### config.mk
export PLATFORM = sky130hd
export DESIGN_NAME = trajectory_slope_cone_compressor_flat
export DESIGN_NICKNAME = d
export VERILOG_FILES = /design/src/hdl/tscc_pkg.sv /design/src/hdl/tscc_req_if.sv /design/src/hdl/tscc_rsp_if.sv /design/src/hdl/tscc_div.sv /design/src/hdl/trajectory_slope_cone_compressor.sv /design/src/flat_wrapper.sv
export SDC_FILE = /design/constraint.sdc
export NUM_CORES = 2
export LEC_CHECK = 0
export ABC_AREA = 1
export BUFFER_PORTS_ARGS = -buffer_cell sky130_fd_sc_hd__buf_4
export CAP_MARGIN = 20
export CORE_ASPECT_RATIO = 2
export CORE_MARGIN = 2
export CORE_UTILIZATION = 40
export CTS_CLUSTER_DIAMETER = 120
export DETAILED_ROUTE_END_ITERATION = 6
export HOLD_SLACK_MARGIN = 0.15
export PLACE_DENSITY = 0.64
export SYNTH_ARGS = -nofsm -noshare
export SYNTH_HDL_FRONTEND = slang
export SYNTH_SLANG_ARGS = --single-unit
export TNS_END_PERCENT = 10
### constraint.sdc
create_clock -name clock -period 14.2 [get_ports clock]
set_clock_uncertainty 0.15 [all_clocks]
set_input_delay 1.42 -clock clock [delete_from_list [all_inputs] [get_ports clock]]
set_output_delay 1.42 -clock clock [all_outputs]
set_load 0.05 [all_outputs]
### src/hdl/tscc_pkg.sv
// ---------------------------------------------------------------------------
// tscc_pkg
// shared types and constants of the slope cone compressor
// ---------------------------------------------------------------------------
package tscc_pkg;

   localparam int POINT_WIDTH   = 31;
   localparam int TOL_WIDTH     = 20;
   localparam int SLOPE_WIDTH   = 48;
   localparam int OPERAND_WIDTH = 34;
   localparam int CSR_INDEX_WIDTH = 1;

   localparam logic signed [SLOPE_WIDTH-1:0] SLOPE_MAX = {1'b0, {(SLOPE_WIDTH-1){1'b1}}};
   localparam logic signed [SLOPE_WIDTH-1:0] SLOPE_MIN = {1'b1, {(SLOPE_WIDTH-1){1'b0}}};

   localparam logic [CSR_INDEX_WIDTH-1:0] CSR_DISTANCE_TOLERANCE = 1'b0;
   localparam logic [CSR_INDEX_WIDTH-1:0] CSR_TIME_TOLERANCE     = 1'b1;

   typedef enum logic [2:0] {
      ST_IDLE,
      ST_EMIT_FIRST,
      ST_START,
      ST_WAIT,
      ST_EMIT_BREAK,
      ST_FINISH,
      ST_EMIT_FINAL
   } state_type;

   typedef enum logic [2:0] {
      OP_TEST,
      OP_LOW_DIST,
      OP_HIGH_DIST,
      OP_LOW_TIME,
      OP_HIGH_TIME
   } op_type;

   typedef struct packed {
      logic                            start;
      logic signed [OPERAND_WIDTH-1:0] num;
      logic signed [OPERAND_WIDTH-1:0] den;
   } div_req_type;

   typedef struct packed {
      logic                          busy;
      logic                          done;
      logic signed [SLOPE_WIDTH-1:0] slope;
   } div_rsp_type;

endpackage

### src/hdl/tscc_req_if.sv
// ---------------------------------------------------------------------------
// tscc_req_if
// input item channel: one trajectory point
// ---------------------------------------------------------------------------
interface tscc_req_if;
   logic        valid;
   logic        ready;
   logic [30:0] point_distance;
   logic [30:0] point_time;
   logic        first_point;
   logic        final_point;

   modport source (output valid, point_distance, point_time, first_point, final_point,
                   input ready);
   modport sink (input valid, point_distance, point_time, first_point, final_point,
                 output ready);
endinterface

### src/hdl/tscc_rsp_if.sv
// ---------------------------------------------------------------------------
// tscc_rsp_if
// result item channel: one retained point
// ---------------------------------------------------------------------------
interface tscc_rsp_if;
   logic        valid;
   logic        ready;
   logic [30:0] kept_distance;
   logic [30:0] kept_time;
   logic        trajectory_end;
   logic        run_last;

   modport source (output valid, kept_distance, kept_time, trajectory_end, run_last,
                   input ready);
   modport sink (input valid, kept_distance, kept_time, trajectory_end, run_last,
                 output ready);
endinterface

### src/hdl/tscc_div.sv
// ---------------------------------------------------------------------------
// tscc_div
// iterative signed slope divider, one quotient bit per cycle, saturating
// ---------------------------------------------------------------------------
module tscc_div #(
   parameter int FRAC_BITS = 16
) (
   input  logic                  clock,
   input  logic                  reset,
   input  tscc_pkg::div_req_type div_req,
   output tscc_pkg::div_rsp_type div_rsp
);
   import tscc_pkg::*;

   localparam int MW = OPERAND_WIDTH - 1;
   localparam int DW = MW + FRAC_BITS;
   localparam int RW = MW + 1;
   localparam int CW = $clog2(DW + 1);

   logic                   busy_ff, busy_in;
   logic                   done_ff, done_in;
   logic [CW-1:0]          count_ff, count_in;
   logic [DW-1:0]          dvd_ff, dvd_in;
   logic [RW-1:0]          rem_ff, rem_in;
   logic [MW-1:0]          den_ff, den_in;
   logic                   neg_ff, neg_in;
   logic signed [SLOPE_WIDTH-1:0] slope_ff, slope_in;

   logic [MW-1:0]          num_mag, den_mag;
   logic [RW-1:0]          rem_shift;
   logic                   fits;
   logic [DW-1:0]          q_next;
   logic [63:0]            q_wide;

   always_comb begin
      num_mag   = div_req.num[OPERAND_WIDTH-1] ? MW'(-div_req.num) : div_req.num[MW-1:0];
      den_mag   = div_req.den[OPERAND_WIDTH-1] ? MW'(-div_req.den) : div_req.den[MW-1:0];
      rem_shift = {rem_ff[RW-2:0], dvd_ff[DW-1]};
      fits      = rem_shift >= {1'b0, den_ff};
      q_next    = {dvd_ff[DW-2:0], fits};
      q_wide    = 64'(q_next);
   end

   always_comb begin
      busy_in  = busy_ff;
      done_in  = 1'b0;
      count_in = count_ff;
      dvd_in   = dvd_ff;
      rem_in   = rem_ff;
      den_in   = den_ff;
      neg_in   = neg_ff;
      slope_in = slope_ff;
      if (div_req.start) begin
         if (div_req.den == '0) begin
            done_in = 1'b1;
            if (div_req.num == '0) begin
               slope_in = '0;
            end else if (div_req.num[OPERAND_WIDTH-1]) begin
               slope_in = SLOPE_MIN;
            end else begin
               slope_in = SLOPE_MAX;
            end
         end else begin
            busy_in  = 1'b1;
            count_in = CW'(DW);
            dvd_in   = {num_mag, {FRAC_BITS{1'b0}}};
            rem_in   = '0;
            den_in   = den_mag;
            neg_in   = div_req.num[OPERAND_WIDTH-1] ^ div_req.den[OPERAND_WIDTH-1];
         end
      end else if (busy_ff) begin
         rem_in   = fits ? rem_shift - {1'b0, den_ff} : rem_shift;
         dvd_in   = q_next;
         count_in = count_ff - 1'b1;
         if (count_ff == CW'(1)) begin
            busy_in = 1'b0;
            done_in = 1'b1;
            if (neg_ff) begin
               slope_in = (q_wide > 64'(SLOPE_MAX) + 64'd1) ? SLOPE_MIN
                                                           : SLOPE_WIDTH'(-q_wide);
            end else begin
               slope_in = (q_wide > 64'(SLOPE_MAX)) ? SLOPE_MAX : SLOPE_WIDTH'(q_wide);
            end
         end
      end
   end

   always_ff @(posedge clock) begin
      if (reset) begin
         busy_ff  <= 1'b0;
         done_ff  <= 1'b0;
         count_ff <= '0;
      end else begin
         busy_ff  <= busy_in;
         done_ff  <= done_in;
         count_ff <= count_in;
      end
      dvd_ff   <= dvd_in;
      rem_ff   <= rem_in;
      den_ff   <= den_in;
      neg_ff   <= neg_in;
      slope_ff <= slope_in;
   end

   assign div_rsp.busy  = busy_ff;
   assign div_rsp.done  = done_ff;
   assign div_rsp.slope = slope_ff;

endmodule

### src/hdl/trajectory_slope_cone_compressor.sv
// ---------------------------------------------------------------------------
// trajectory_slope_cone_compressor
// swinging door compression of (distance, time) trajectory points
// ---------------------------------------------------------------------------
// One point is taken at a time. A first point (or one arriving with no open
// trajectory) waits only for the result register. Any other point runs four
// to six slope divisions in sequence through a single bit-serial divider, plus
// a result item on a break or a final point and any stall on the result side.
// Tolerances are to be written only while the block is idle; the block itself
// does not enforce this.
module trajectory_slope_cone_compressor #(
   parameter int SLOPE_FRACTION_BITS = 16
) (
   input  logic                                clock,
   input  logic                                reset,
   tscc_req_if.sink                            req_chan,
   tscc_rsp_if.source                          rsp_chan,
   input  logic                                csr_write_enable,
   input  logic [tscc_pkg::CSR_INDEX_WIDTH-1:0] csr_index,
   input  logic [tscc_pkg::TOL_WIDTH-1:0]       csr_write_data
);
   import tscc_pkg::*;

   state_type state_ff, state_in;
   op_type    op_ff, op_in;

   logic [TOL_WIDTH-1:0]   tol_d_ff, tol_t_ff;
   logic [POINT_WIDTH-1:0] pd_ff, pt_ff, anchor_d_ff, anchor_t_ff, prev_d_ff, prev_t_ff;
   logic                   first_ff, final_ff, inside_ff;
   logic signed [SLOPE_WIDTH-1:0] lower_ff, upper_ff;
   logic                   rsp_valid_ff;
   logic [POINT_WIDTH-1:0] rsp_d_ff, rsp_t_ff;
   logic                   rsp_end_ff, rsp_last_ff;

   logic signed [OPERAND_WIDTH-1:0] dd, dt, tol_d_ext, tol_t_ext;
   logic                            out_free, accept, outside, emit;
   div_req_type div_req;
   div_rsp_type div_rsp;

   tscc_div #(.FRAC_BITS(SLOPE_FRACTION_BITS)) u_div (
      .clock   (clock),
      .reset   (reset),
      .div_req (div_req),
      .div_rsp (div_rsp)
   );

   always_comb begin
      dd        = $signed({3'b0, pd_ff}) - $signed({3'b0, anchor_d_ff});
      dt        = $signed({3'b0, pt_ff}) - $signed({3'b0, anchor_t_ff});
      tol_d_ext = $signed({14'b0, tol_d_ff});
      tol_t_ext = $signed({14'b0, tol_t_ff});
      out_free  = !rsp_valid_ff || rsp_chan.ready;
      accept    = req_chan.valid && req_chan.ready;
      outside   = (div_rsp.slope < lower_ff) || (div_rsp.slope > upper_ff);
      emit      = out_free && (state_ff inside {ST_EMIT_FIRST, ST_EMIT_BREAK, ST_EMIT_FINAL});
   end

   // divider operands
   always_comb begin
      div_req.start = (state_ff == ST_START);
      div_req.num   = dd;
      div_req.den   = dt;
      case (op_ff)
         OP_TEST:      begin div_req.num = dd; div_req.den = dt; end
         OP_LOW_DIST:  begin div_req.num = dd - tol_d_ext; end
         OP_HIGH_DIST: begin div_req.num = dd + tol_d_ext; end
         OP_LOW_TIME:  begin div_req.den = dt + tol_t_ext; end
         OP_HIGH_TIME: begin div_req.den = dt - tol_t_ext; end
         default:      begin div_req.num = dd; end
      endcase
   end

   // next state
   always_comb begin
      state_in = state_ff;
      op_in    = op_ff;
      case (state_ff)
         ST_IDLE: begin
            if (accept) begin
               op_in = OP_TEST;
               if (req_chan.first_point || !inside_ff) begin
                  state_in = ST_EMIT_FIRST;
               end else begin
                  state_in = ST_START;
               end
            end
         end
         ST_EMIT_FIRST: if (out_free) state_in = ST_IDLE;
         ST_START:      state_in = ST_WAIT;
         ST_WAIT: begin
            if (div_rsp.done) begin
               case (op_ff)
                  OP_TEST: begin
                     if (outside) begin
                        state_in = ST_EMIT_BREAK;
                     end else begin
                        op_in    = OP_LOW_DIST;
                        state_in = ST_START;
                     end
                  end
                  OP_LOW_DIST: begin op_in = OP_HIGH_DIST; state_in = ST_START; end
                  OP_HIGH_DIST: begin op_in = OP_LOW_TIME; state_in = ST_START; end
                  OP_LOW_TIME: begin
                     if (dt > tol_t_ext) begin
                        op_in    = OP_HIGH_TIME;
                        state_in = ST_START;
                     end else begin
                        state_in = ST_FINISH;
                     end
                  end
                  default: state_in = ST_FINISH;
               endcase
            end
         end
         ST_EMIT_BREAK: begin
            if (out_free) begin
               op_in    = OP_LOW_DIST;
               state_in = ST_START;
            end
         end
         ST_FINISH:     state_in = final_ff ? ST_EMIT_FINAL : ST_IDLE;
         ST_EMIT_FINAL: if (out_free) state_in = ST_IDLE;
         default:       state_in = ST_IDLE;
      endcase
   end

   // outputs
   always_comb begin
      req_chan.ready          = (state_ff == ST_IDLE);
      rsp_chan.valid          = rsp_valid_ff;
      rsp_chan.kept_distance  = rsp_d_ff;
      rsp_chan.kept_time      = rsp_t_ff;
      rsp_chan.trajectory_end = rsp_end_ff;
      rsp_chan.run_last       = rsp_last_ff;
   end

   always_ff @(posedge clock) begin
      if (reset) begin
         state_ff     <= ST_IDLE;
         op_ff        <= OP_TEST;
         tol_d_ff     <= '0;
         tol_t_ff     <= '0;
         anchor_d_ff  <= '0;
         anchor_t_ff  <= '0;
         prev_d_ff    <= '0;
         prev_t_ff    <= '0;
         lower_ff     <= SLOPE_MIN;
         upper_ff     <= SLOPE_MAX;
         inside_ff    <= 1'b0;
         rsp_valid_ff <= 1'b0;
      end else begin
         state_ff <= state_in;
         op_ff    <= op_in;
         if (csr_write_enable) begin
            case (csr_index)
               CSR_DISTANCE_TOLERANCE: tol_d_ff <= csr_write_data;
               CSR_TIME_TOLERANCE:     tol_t_ff <= csr_write_data;
               default: ;
            endcase
         end
         if (emit) rsp_valid_ff <= 1'b1;
         else if (rsp_chan.ready) rsp_valid_ff <= 1'b0;
         case (state_ff)
            ST_EMIT_FIRST: begin
               if (out_free) begin
                  rsp_d_ff     <= pd_ff;
                  rsp_t_ff     <= pt_ff;
                  rsp_end_ff   <= final_ff;
                  rsp_last_ff  <= 1'b1;
                  anchor_d_ff  <= pd_ff;
                  anchor_t_ff  <= pt_ff;
                  prev_d_ff    <= pd_ff;
                  prev_t_ff    <= pt_ff;
                  lower_ff     <= SLOPE_MIN;
                  upper_ff     <= SLOPE_MAX;
                  inside_ff    <= !final_ff;
               end
            end
            ST_WAIT: begin
               if (div_rsp.done) begin
                  case (op_ff)
                     OP_LOW_DIST, OP_LOW_TIME: begin
                        if (div_rsp.slope > lower_ff) lower_ff <= div_rsp.slope;
                     end
                     OP_HIGH_DIST, OP_HIGH_TIME: begin
                        if (div_rsp.slope < upper_ff) upper_ff <= div_rsp.slope;
                     end
                     default: ;
                  endcase
               end
            end
            ST_EMIT_BREAK: begin
               if (out_free) begin
                  rsp_d_ff     <= prev_d_ff;
                  rsp_t_ff     <= prev_t_ff;
                  rsp_end_ff   <= 1'b0;
                  rsp_last_ff  <= !final_ff;
                  anchor_d_ff  <= prev_d_ff;
                  anchor_t_ff  <= prev_t_ff;
                  lower_ff     <= SLOPE_MIN;
                  upper_ff     <= SLOPE_MAX;
               end
            end
            ST_FINISH: begin
               prev_d_ff <= pd_ff;
               prev_t_ff <= pt_ff;
            end
            ST_EMIT_FINAL: begin
               if (out_free) begin
                  rsp_d_ff     <= pd_ff;
                  rsp_t_ff     <= pt_ff;
                  rsp_end_ff   <= 1'b1;
                  rsp_last_ff  <= 1'b1;
                  inside_ff    <= 1'b0;
               end
            end
            default: ;
         endcase
      end
      if (accept) begin
         pd_ff    <= req_chan.point_distance;
         pt_ff    <= req_chan.point_time;
         first_ff <= req_chan.first_point;
         final_ff <= req_chan.final_point;
      end
   end

   // a first point never enters the divider path
   assert property (@(posedge clock) disable iff (reset)
      (state_ff == ST_START) |-> !first_ff)
      else $error("first point sent to divider");

   assert property (@(posedge clock) disable iff (reset)
      (state_ff == ST_IDLE) |-> !div_rsp.busy)
      else $error("divider busy while idle");

   assert property (@(posedge clock) disable iff (reset)
      div_rsp.done |-> $past(state_ff) == ST_WAIT || $past(state_ff) == ST_START)
      else $error("divider result outside of wait");

   assert property (@(posedge clock) disable iff (reset)
      (accept && req_chan.first_point) |=> (state_ff == ST_EMIT_FIRST))
      else $error("first point not emitted directly");

endmodule
### src/flat_wrapper.sv
// flat-port wrapper written by rule: the top's interface ports become plain ports
module trajectory_slope_cone_compressor_flat import tscc_pkg::*;
#(
   parameter int SLOPE_FRACTION_BITS = 16
)
  (clock, reset, csr_write_enable, csr_index, csr_write_data, req_chan_valid, req_chan_point_distance, req_chan_point_time, req_chan_first_point, req_chan_final_point, req_chan_ready, rsp_chan_valid, rsp_chan_kept_distance, rsp_chan_kept_time, rsp_chan_trajectory_end, rsp_chan_run_last, rsp_chan_ready);
  tscc_req_if req_chan_i ();
  tscc_rsp_if rsp_chan_i ();
  input  logic clock;
  input  logic reset;
  input  logic csr_write_enable;
  input  logic [tscc_pkg::CSR_INDEX_WIDTH-1:0] csr_index;
  input  logic [tscc_pkg::TOL_WIDTH-1:0] csr_write_data;
  input wire logic [$bits(req_chan_i.valid)-1:0] req_chan_valid;
  input wire logic [$bits(req_chan_i.point_distance)-1:0] req_chan_point_distance;
  input wire logic [$bits(req_chan_i.point_time)-1:0] req_chan_point_time;
  input wire logic [$bits(req_chan_i.first_point)-1:0] req_chan_first_point;
  input wire logic [$bits(req_chan_i.final_point)-1:0] req_chan_final_point;
  output wire logic [$bits(req_chan_i.ready)-1:0] req_chan_ready;
  output wire logic [$bits(rsp_chan_i.valid)-1:0] rsp_chan_valid;
  output wire logic [$bits(rsp_chan_i.kept_distance)-1:0] rsp_chan_kept_distance;
  output wire logic [$bits(rsp_chan_i.kept_time)-1:0] rsp_chan_kept_time;
  output wire logic [$bits(rsp_chan_i.trajectory_end)-1:0] rsp_chan_trajectory_end;
  output wire logic [$bits(rsp_chan_i.run_last)-1:0] rsp_chan_run_last;
  input wire logic [$bits(rsp_chan_i.ready)-1:0] rsp_chan_ready;
  assign req_chan_i.valid = req_chan_valid;
  assign req_chan_i.point_distance = req_chan_point_distance;
  assign req_chan_i.point_time = req_chan_point_time;
  assign req_chan_i.first_point = req_chan_first_point;
  assign req_chan_i.final_point = req_chan_final_point;
  assign req_chan_ready = req_chan_i.ready;
  assign rsp_chan_valid = rsp_chan_i.valid;
  assign rsp_chan_kept_distance = rsp_chan_i.kept_distance;
  assign rsp_chan_kept_time = rsp_chan_i.kept_time;
  assign rsp_chan_trajectory_end = rsp_chan_i.trajectory_end;
  assign rsp_chan_run_last = rsp_chan_i.run_last;
  assign rsp_chan_i.ready = rsp_chan_ready;
  trajectory_slope_cone_compressor #(.SLOPE_FRACTION_BITS(SLOPE_FRACTION_BITS)) u_core (.clock(clock), .reset(reset), .req_chan(req_chan_i), .rsp_chan(rsp_chan_i), .csr_write_enable(csr_write_enable), .csr_index(csr_index), .csr_write_data(csr_write_data));
endmodule
======== Word level (Yosys, flattened, before mapping) ========
Cells that the tools add are included.
storage, ports and cells
  register bits ........................... 567
  bits of input ports ..................... 90
  output and inout port bits .............. 66
  logic and storage cells ................. 195
cells by class
  add/subtract/negate cells ............... 11
  magnitude comparators ................... 8
  equal/unequal tests ..................... 27
  mux-type cells .......................... 77
  bitwise gates (word level) .............. 4
  reduce and logical (&&, ||, !) cells .... 41
operators by type and width
  cell                    number
  $mux W48                17
  $pmux W31 S2            6
  $mux W33                6
  $pmux W48 S2            2
  $mux W49                3
  $pmux W34 S2            2
  $mux W31                4
  $gt A48 B48 Y1          2
  $lt A48 B48 Y1          2
  $add A34 B21 Y34        2
  $logic_not A34 Y1       2
  $sub A34 B21 Y34        2
  $neg A33 Y33            2
  $sub A31 B31 Y32        2
  $gt A49 B47 Y1 const B  1
  $gt A49 B48 Y1 const B  1
  $neg A48 Y48            1
  $mux W3                 12
  $ge A34 B33 Y1          1
  $gt A34 B21 Y1          1
  $sub A33 B33 Y33        1
  $mux W6                 3
  $pmux W3 S3             2
  $pmux W3 S6             1
  other kinds (29)        90

======== Longest topological paths before layout ========
  depth after elaboration ................. 7
  gate-level depth with buffers ........... 37
  depth with buffers taken out ............ 37

======== Cells and area by module ========
Synthesis repeated with hierarchy kept, for this count alone.
second synthesis, totals
  cells, all modules ...................... 5366
  area, all modules ....................... 39382.8 µm²
modules (own cells, without submodules)
  module                            instances  cells an instance  area an instance (µm²)  sequential area each (µm²)
  trajectory_slope_cone_compressor  1          3710               26907.1                 9178.8
  tscc_div                          1          1656               12475.7                 5084.9

======== Worst setup path after synthesis ========
OpenSTA, ideal clock, no wires.
  path kind ............................... register -> register
  from .................................... register u_core.pt_ff[0]
  to ...................................... register u_core.u_div.slope_ff[0] (enable)
  data arrival time ....................... 5019 ps
  setup slack ............................. 8624 ps
  stages on the path, launching flop included .. 33
  clock period less this slack ............ 5576 ps
  cell sequence ........................... edfxtp_1 > inv_1 > ha_1 > inv_1 > fa_1 > nand3_1 > nand3_1 > nand2_1 > nand3_2 > or2_1 > and2_1 > ha_1 > buf_2 > inv_2 > nor2_2 > inv_2 > nor2_2 > inv_2 > nor2_1 > nor2_1 > nand2_1 > nand2_1 > nand3_1 > nand2_1 > nor2_2 > nand2_1 > nor3_4 > nand3_2 > nor2_4 > nand3_2 > nor2_1 > nand2_1 > nand2_1
between the ends
  cells in the longest elaborated chain, start to end .. 6
  elaborated cells on any way between the ends .. 7
ends and longest elaborated chain
  what                                                  RTL line                                                                        RTL
  start, declared                                       trajectory_slope_cone_compressor.sv:28                                          logic [POINT_WIDTH-1:0] pd_ff, pt_ff, anchor_d_ff, anchor_t_ff, prev_d_ff, prev_t_ff;
  start signal, assigned                                trajectory_slope_cone_compressor.sv:222                                         pt_ff <= req_chan.point_time;
  $sub A31 B31 Y32 *                                    trajectory_slope_cone_compressor.sv:49                                          dt = $signed({3'b0, pt_ff}) - $signed({3'b0, anchor_t_ff});
  $sub A34 B21 Y34 or $add A34 B21 Y34 (tied branches)  trajectory_slope_cone_compressor.sv:68, trajectory_slope_cone_compressor.sv:67
  $pmux W34 S2 *                                        trajectory_slope_cone_compressor.sv:63                                          case (op_ff)
  $logic_not A34 Y1 *                                   tscc_div.sv:54                                                                  if (div_req.den == '0) begin
  $ne A2 B2 Y1 (no source line) *                       -
  $reduce_and A3 Y1 (no source line) *                  -
  end signal, assigned                                  tscc_div.sv:102                                                                 slope_ff <= slope_in;
  end, declared                                         tscc_div.sv:27                                                                  logic signed [SLOPE_WIDTH-1:0] slope_ff, slope_in;
Every way passes the cells marked *; elsewhere a longest branch is shown, timed or not.
A chain may end at the register's enable or synchronous reset.

======== Worst setup path after layout ========
  from .................................... register u_core.pt_ff[0]
  to ...................................... register u_core.u_div.slope_ff[38] (enable)
The elaborated chain is that of the path after synthesis.

==> results.yml <==
status:
  status: "completed"
synth:
  ys_types: 65
  synthArstFlopShare_pct: 0
  synth_most_common_cell: "nand2_1"
  syn_avg_cell_area_um2: 7.12
  synthFlopType: "edfxtp_1"
  netlist_top_cells_count: "nand2_1 (1277), inv_1 (825), o21ai_0 (493)"
  yosysTopAreaCellShare_pct: 21.6
  synth_edf_count: 291
  ys_seq_area_share_pct: 35.3
  synth.area.top_cells: "edfxtp_1 (22%), dfxtp_1 (14%), nand2_1 (12%)"
  syn-num-nets: 6051
  netlist_instances: 5683
  yosysWarningCount: 0
  yosys.area.top_type: "edfxtp_1"
  synthesis.area_mm2: 0.0404
  ys_ff_latch: 567
floorplanning:
  core_mm2: 0.101
  rows: 165
  die-area_mm2: 0.104
  io_pins: 156
  initial_utilization_pct: 40.1
  die_x_um: 229
  die_h_um: 454
setup_path:
  critPathLaunchType: "flop"
  critPathMaxFanout: 48
  criticalPathCategory: "reg -> reg"
  crit_family: "simple AND/OR/NAND/NOR gates"
  worstSetupStartpoint: "u_core.pt_ff[0]$_DFFE_PP_"
  end_kind: "flop"
  crit_required_ns: 14.32
  worstPathArrival_ns: 7.09
  critPathBufInv: 2
  crit_path_top_delay_cell: "nand2_2"
  rr_startpoint: "u_core.pt_ff[0]$_DFFE_PP_"
  crit_path_frequent_cell: "nand3_1"
  cp_slowest_stage_delay_ns: 0.79
route:
  drt_wl_total_mm: 124
  post_drt_wl_per_cell_um: 17.5
  vias: 37542
  dr.pass1.iters: 6
  drt_iter0_markers: 2108
  viasPerCell: 5.28
  drc_errors: 0
  ant_nets: 0
clock_network:
  cts_sinks: 567
  cts_tree: "built"
  cts_hold_buf: 0
  postCtsSetupRepairBufs: 0
  clk_latency_ns: 0.66
  ctsResizeCount: 0
  cts-root-buf: "clkbuf_16"
  path_clk_slew_ns: 0.07
  htree_num_levels: 2
  cts_made_buffers: 53
  cts.path.max_buffers: 3
global_routing:
  antenna_found_initial: 2
  overflow: 0
  grt_pass1_wl_mm: 195
  track_usage_pct: 23.5
  grt_start_max_net_pins: 142
  grt_pass1_vias: 36949
final_layout:
  area_growth_pct: 10.5
  multi_input_area_mm2: 0.0222
  seq_area_mm2: 0.0143
  fin_nets: 6101
  fillers: 10463
  drive_gt1_share_pct: 7.84
power_and_ir_drop:
  pwr-share-clk_pct: 21.9
  p_sw_share_pct: 44.8
  p_sw_mw: 3.16
  power.leakage_nw: 19.7
  comb_power_share_pct: 49.1
  pwr-share-seq_pct: 28.9
  intPower_mw: 3.90
  vdd_drop_max_uv: 159
  p_per_area_mw_per_mm2: 158
timing:
  finalMaxSlewViolations: 0
  rsz0062_at_grt: "false"
  relSlewSlack_pct: 22.3
  holdWs_ns: 0.315
  setup_violations: 0
  hold_viol: 0
  tightest_slew_ns: 1.15
  post-route-period-util_pct: 49.1
  fmax_mhz: 144
  setup-tns-final_ns: 0
  fin_crit_ns: 6.97
flow_run:
  drv_cap: 0
placement:
  port_buffers: 155
  place.gp.congestion: 0.984
  dpl.hpwl_mm: 97.3
worst_hold_path:
  hold_path.startpoint: "u_core.prev_t_ff[25]$_SDFFE_PP0P_"
  hold_path_class: "reg -> reg"
[routing by layer]
layer	global-route usage (%)	up-vias	routed length, µm
met3	2.70	390	4700
met2	44.6	963	64600
met4	16.7	2	9670
li1	-	19039	-
met1	23.6	17148	45400
met5	0	-	12
[per-stage QoR]
stage               power [mW]  setup WS [ns]  util, %  instance area (µm²)  cells
floorplan                 4.60           8.62        -                40400   5683
global placement          5.47           7.43     42.4                42700   7010
detailed placement        5.50           7.38     42.4                42700   7010
CTS                       7.06           7.33     44.3                44600   7109
global route              7.60           6.78     44.4                44700   7114
finish                    7.06           7.23     44.4                44700   7114
[final timing paths]
| kind | depth (start not counted) | slack, ns | endpoint |
|---|---|---|---|
| worst min register to register | 2 | 0.32 | u_core.prev_t_ff[25]$_SDFFE_PP0P_ |
| worst min-delay path | 2 | 0.32 | u_core.prev_t_ff[25]$_SDFFE_PP0P_ |
| worst max register to register | 26 | 7.23 | u_core.u_div.slope_ff[38]$_DFFE_PP_ |
| worst max-delay path | 26 | 7.23 | u_core.u_div.slope_ff[38]$_DFFE_PP_ |
[final cells by class]
class	count	area share, %
Inverter	863	7.26
Clock inverter	29	0.851
Tap cell	1336	3.74
Clock buffer	70	3.31
Antenna cell	1	0.00560
Multi-Input combinational cell	4060	49.6
Timing Repair Buffer	188	3.30
Sequential cell	567	31.9
[cells by family after synthesis]
group                      share of synthesized area (%)
xor gates and xnor gates                            2.84
DFF                                                 35.3
buffers and inverters                               10.1
muxes                                             0.0248
AOI/OAI and AO/OA                                   17.0
adders and majority gates                           8.71
and+or+nand+nor                                     26.1
[power groups by stage]
stage               Combinational (mW)  Sequential, mW  Clock [mW]
floorplan                         2.48            2.11           0
global placement                  3.39            2.07           0
detailed placement                3.42            2.08           0
CTS                               3.43            2.04        1.59
global route                      3.90            2.06        1.64
finish                            3.47            2.04        1.55
[worst register-to-register path: stages (launching register included)]
cell and delay [ns]:
edfxtp_1 0.38, inv_1 0.11, ha_1 0.15, inv_1 0.10, fa_1 0.50, nand3_1 0.13, nand3_1 0.22, nand2_1 0.16
nand3_2 0.11, a21oi_1 0.24, xnor2_1 0.16, ha_1 0.48, nand2_1 0.17, nor3_1 0.51, nand4_1 0.14, or2_0 0.30
nand3_1 0.24, a21oi_1 0.11, o21ai_0 0.09, nand3_1 0.17, nor2_1 0.20, nand3_2 0.13, nor2_4 0.14, nand3_2 0.13
nor2_1 0.36, nand2_1 0.17, nand2_2 0.79
[cells in the final DEF, fill, tap and decap left out, drive strengths merged, types with 71 or more instances in the layout]
cell and instances:
nor2 451, o21ai 523, xor2 94, nand3 411, a31oi 78, a21oi 428, nand4 102, o211ai 71
nand2 1300, ha 272, dfxtp 276, inv 862, buf 188, nor3 73, edfxtp 291
[flip-flops by register name (all words and copies together) (netlist names), 3 cells and up]
name and flops:
u_core.op_ff 3, u_core.anchor_t_ff 31, u_core.tol_t_ff 20, u_core.pd_ff 31, u_core.rsp_chan.kept_time 31, u_core.anchor_d_ff 31
u_core.lower_ff 48, u_core.upper_ff 48, u_core.tol_d_ff 20, u_core.state_ff 3, u_core.u_div.count_ff 6, u_core.rsp_chan.kept_distance 31
u_core.prev_t_ff 31, u_core.u_div.dvd_ff 49, u_core.pt_ff 31, u_core.prev_d_ff 31, u_core.u_div.rem_ff 33, u_core.u_div.den_ff 33
u_core.u_div.slope_ff 48
Note: power is estimated with default switching activity, not from simulation.
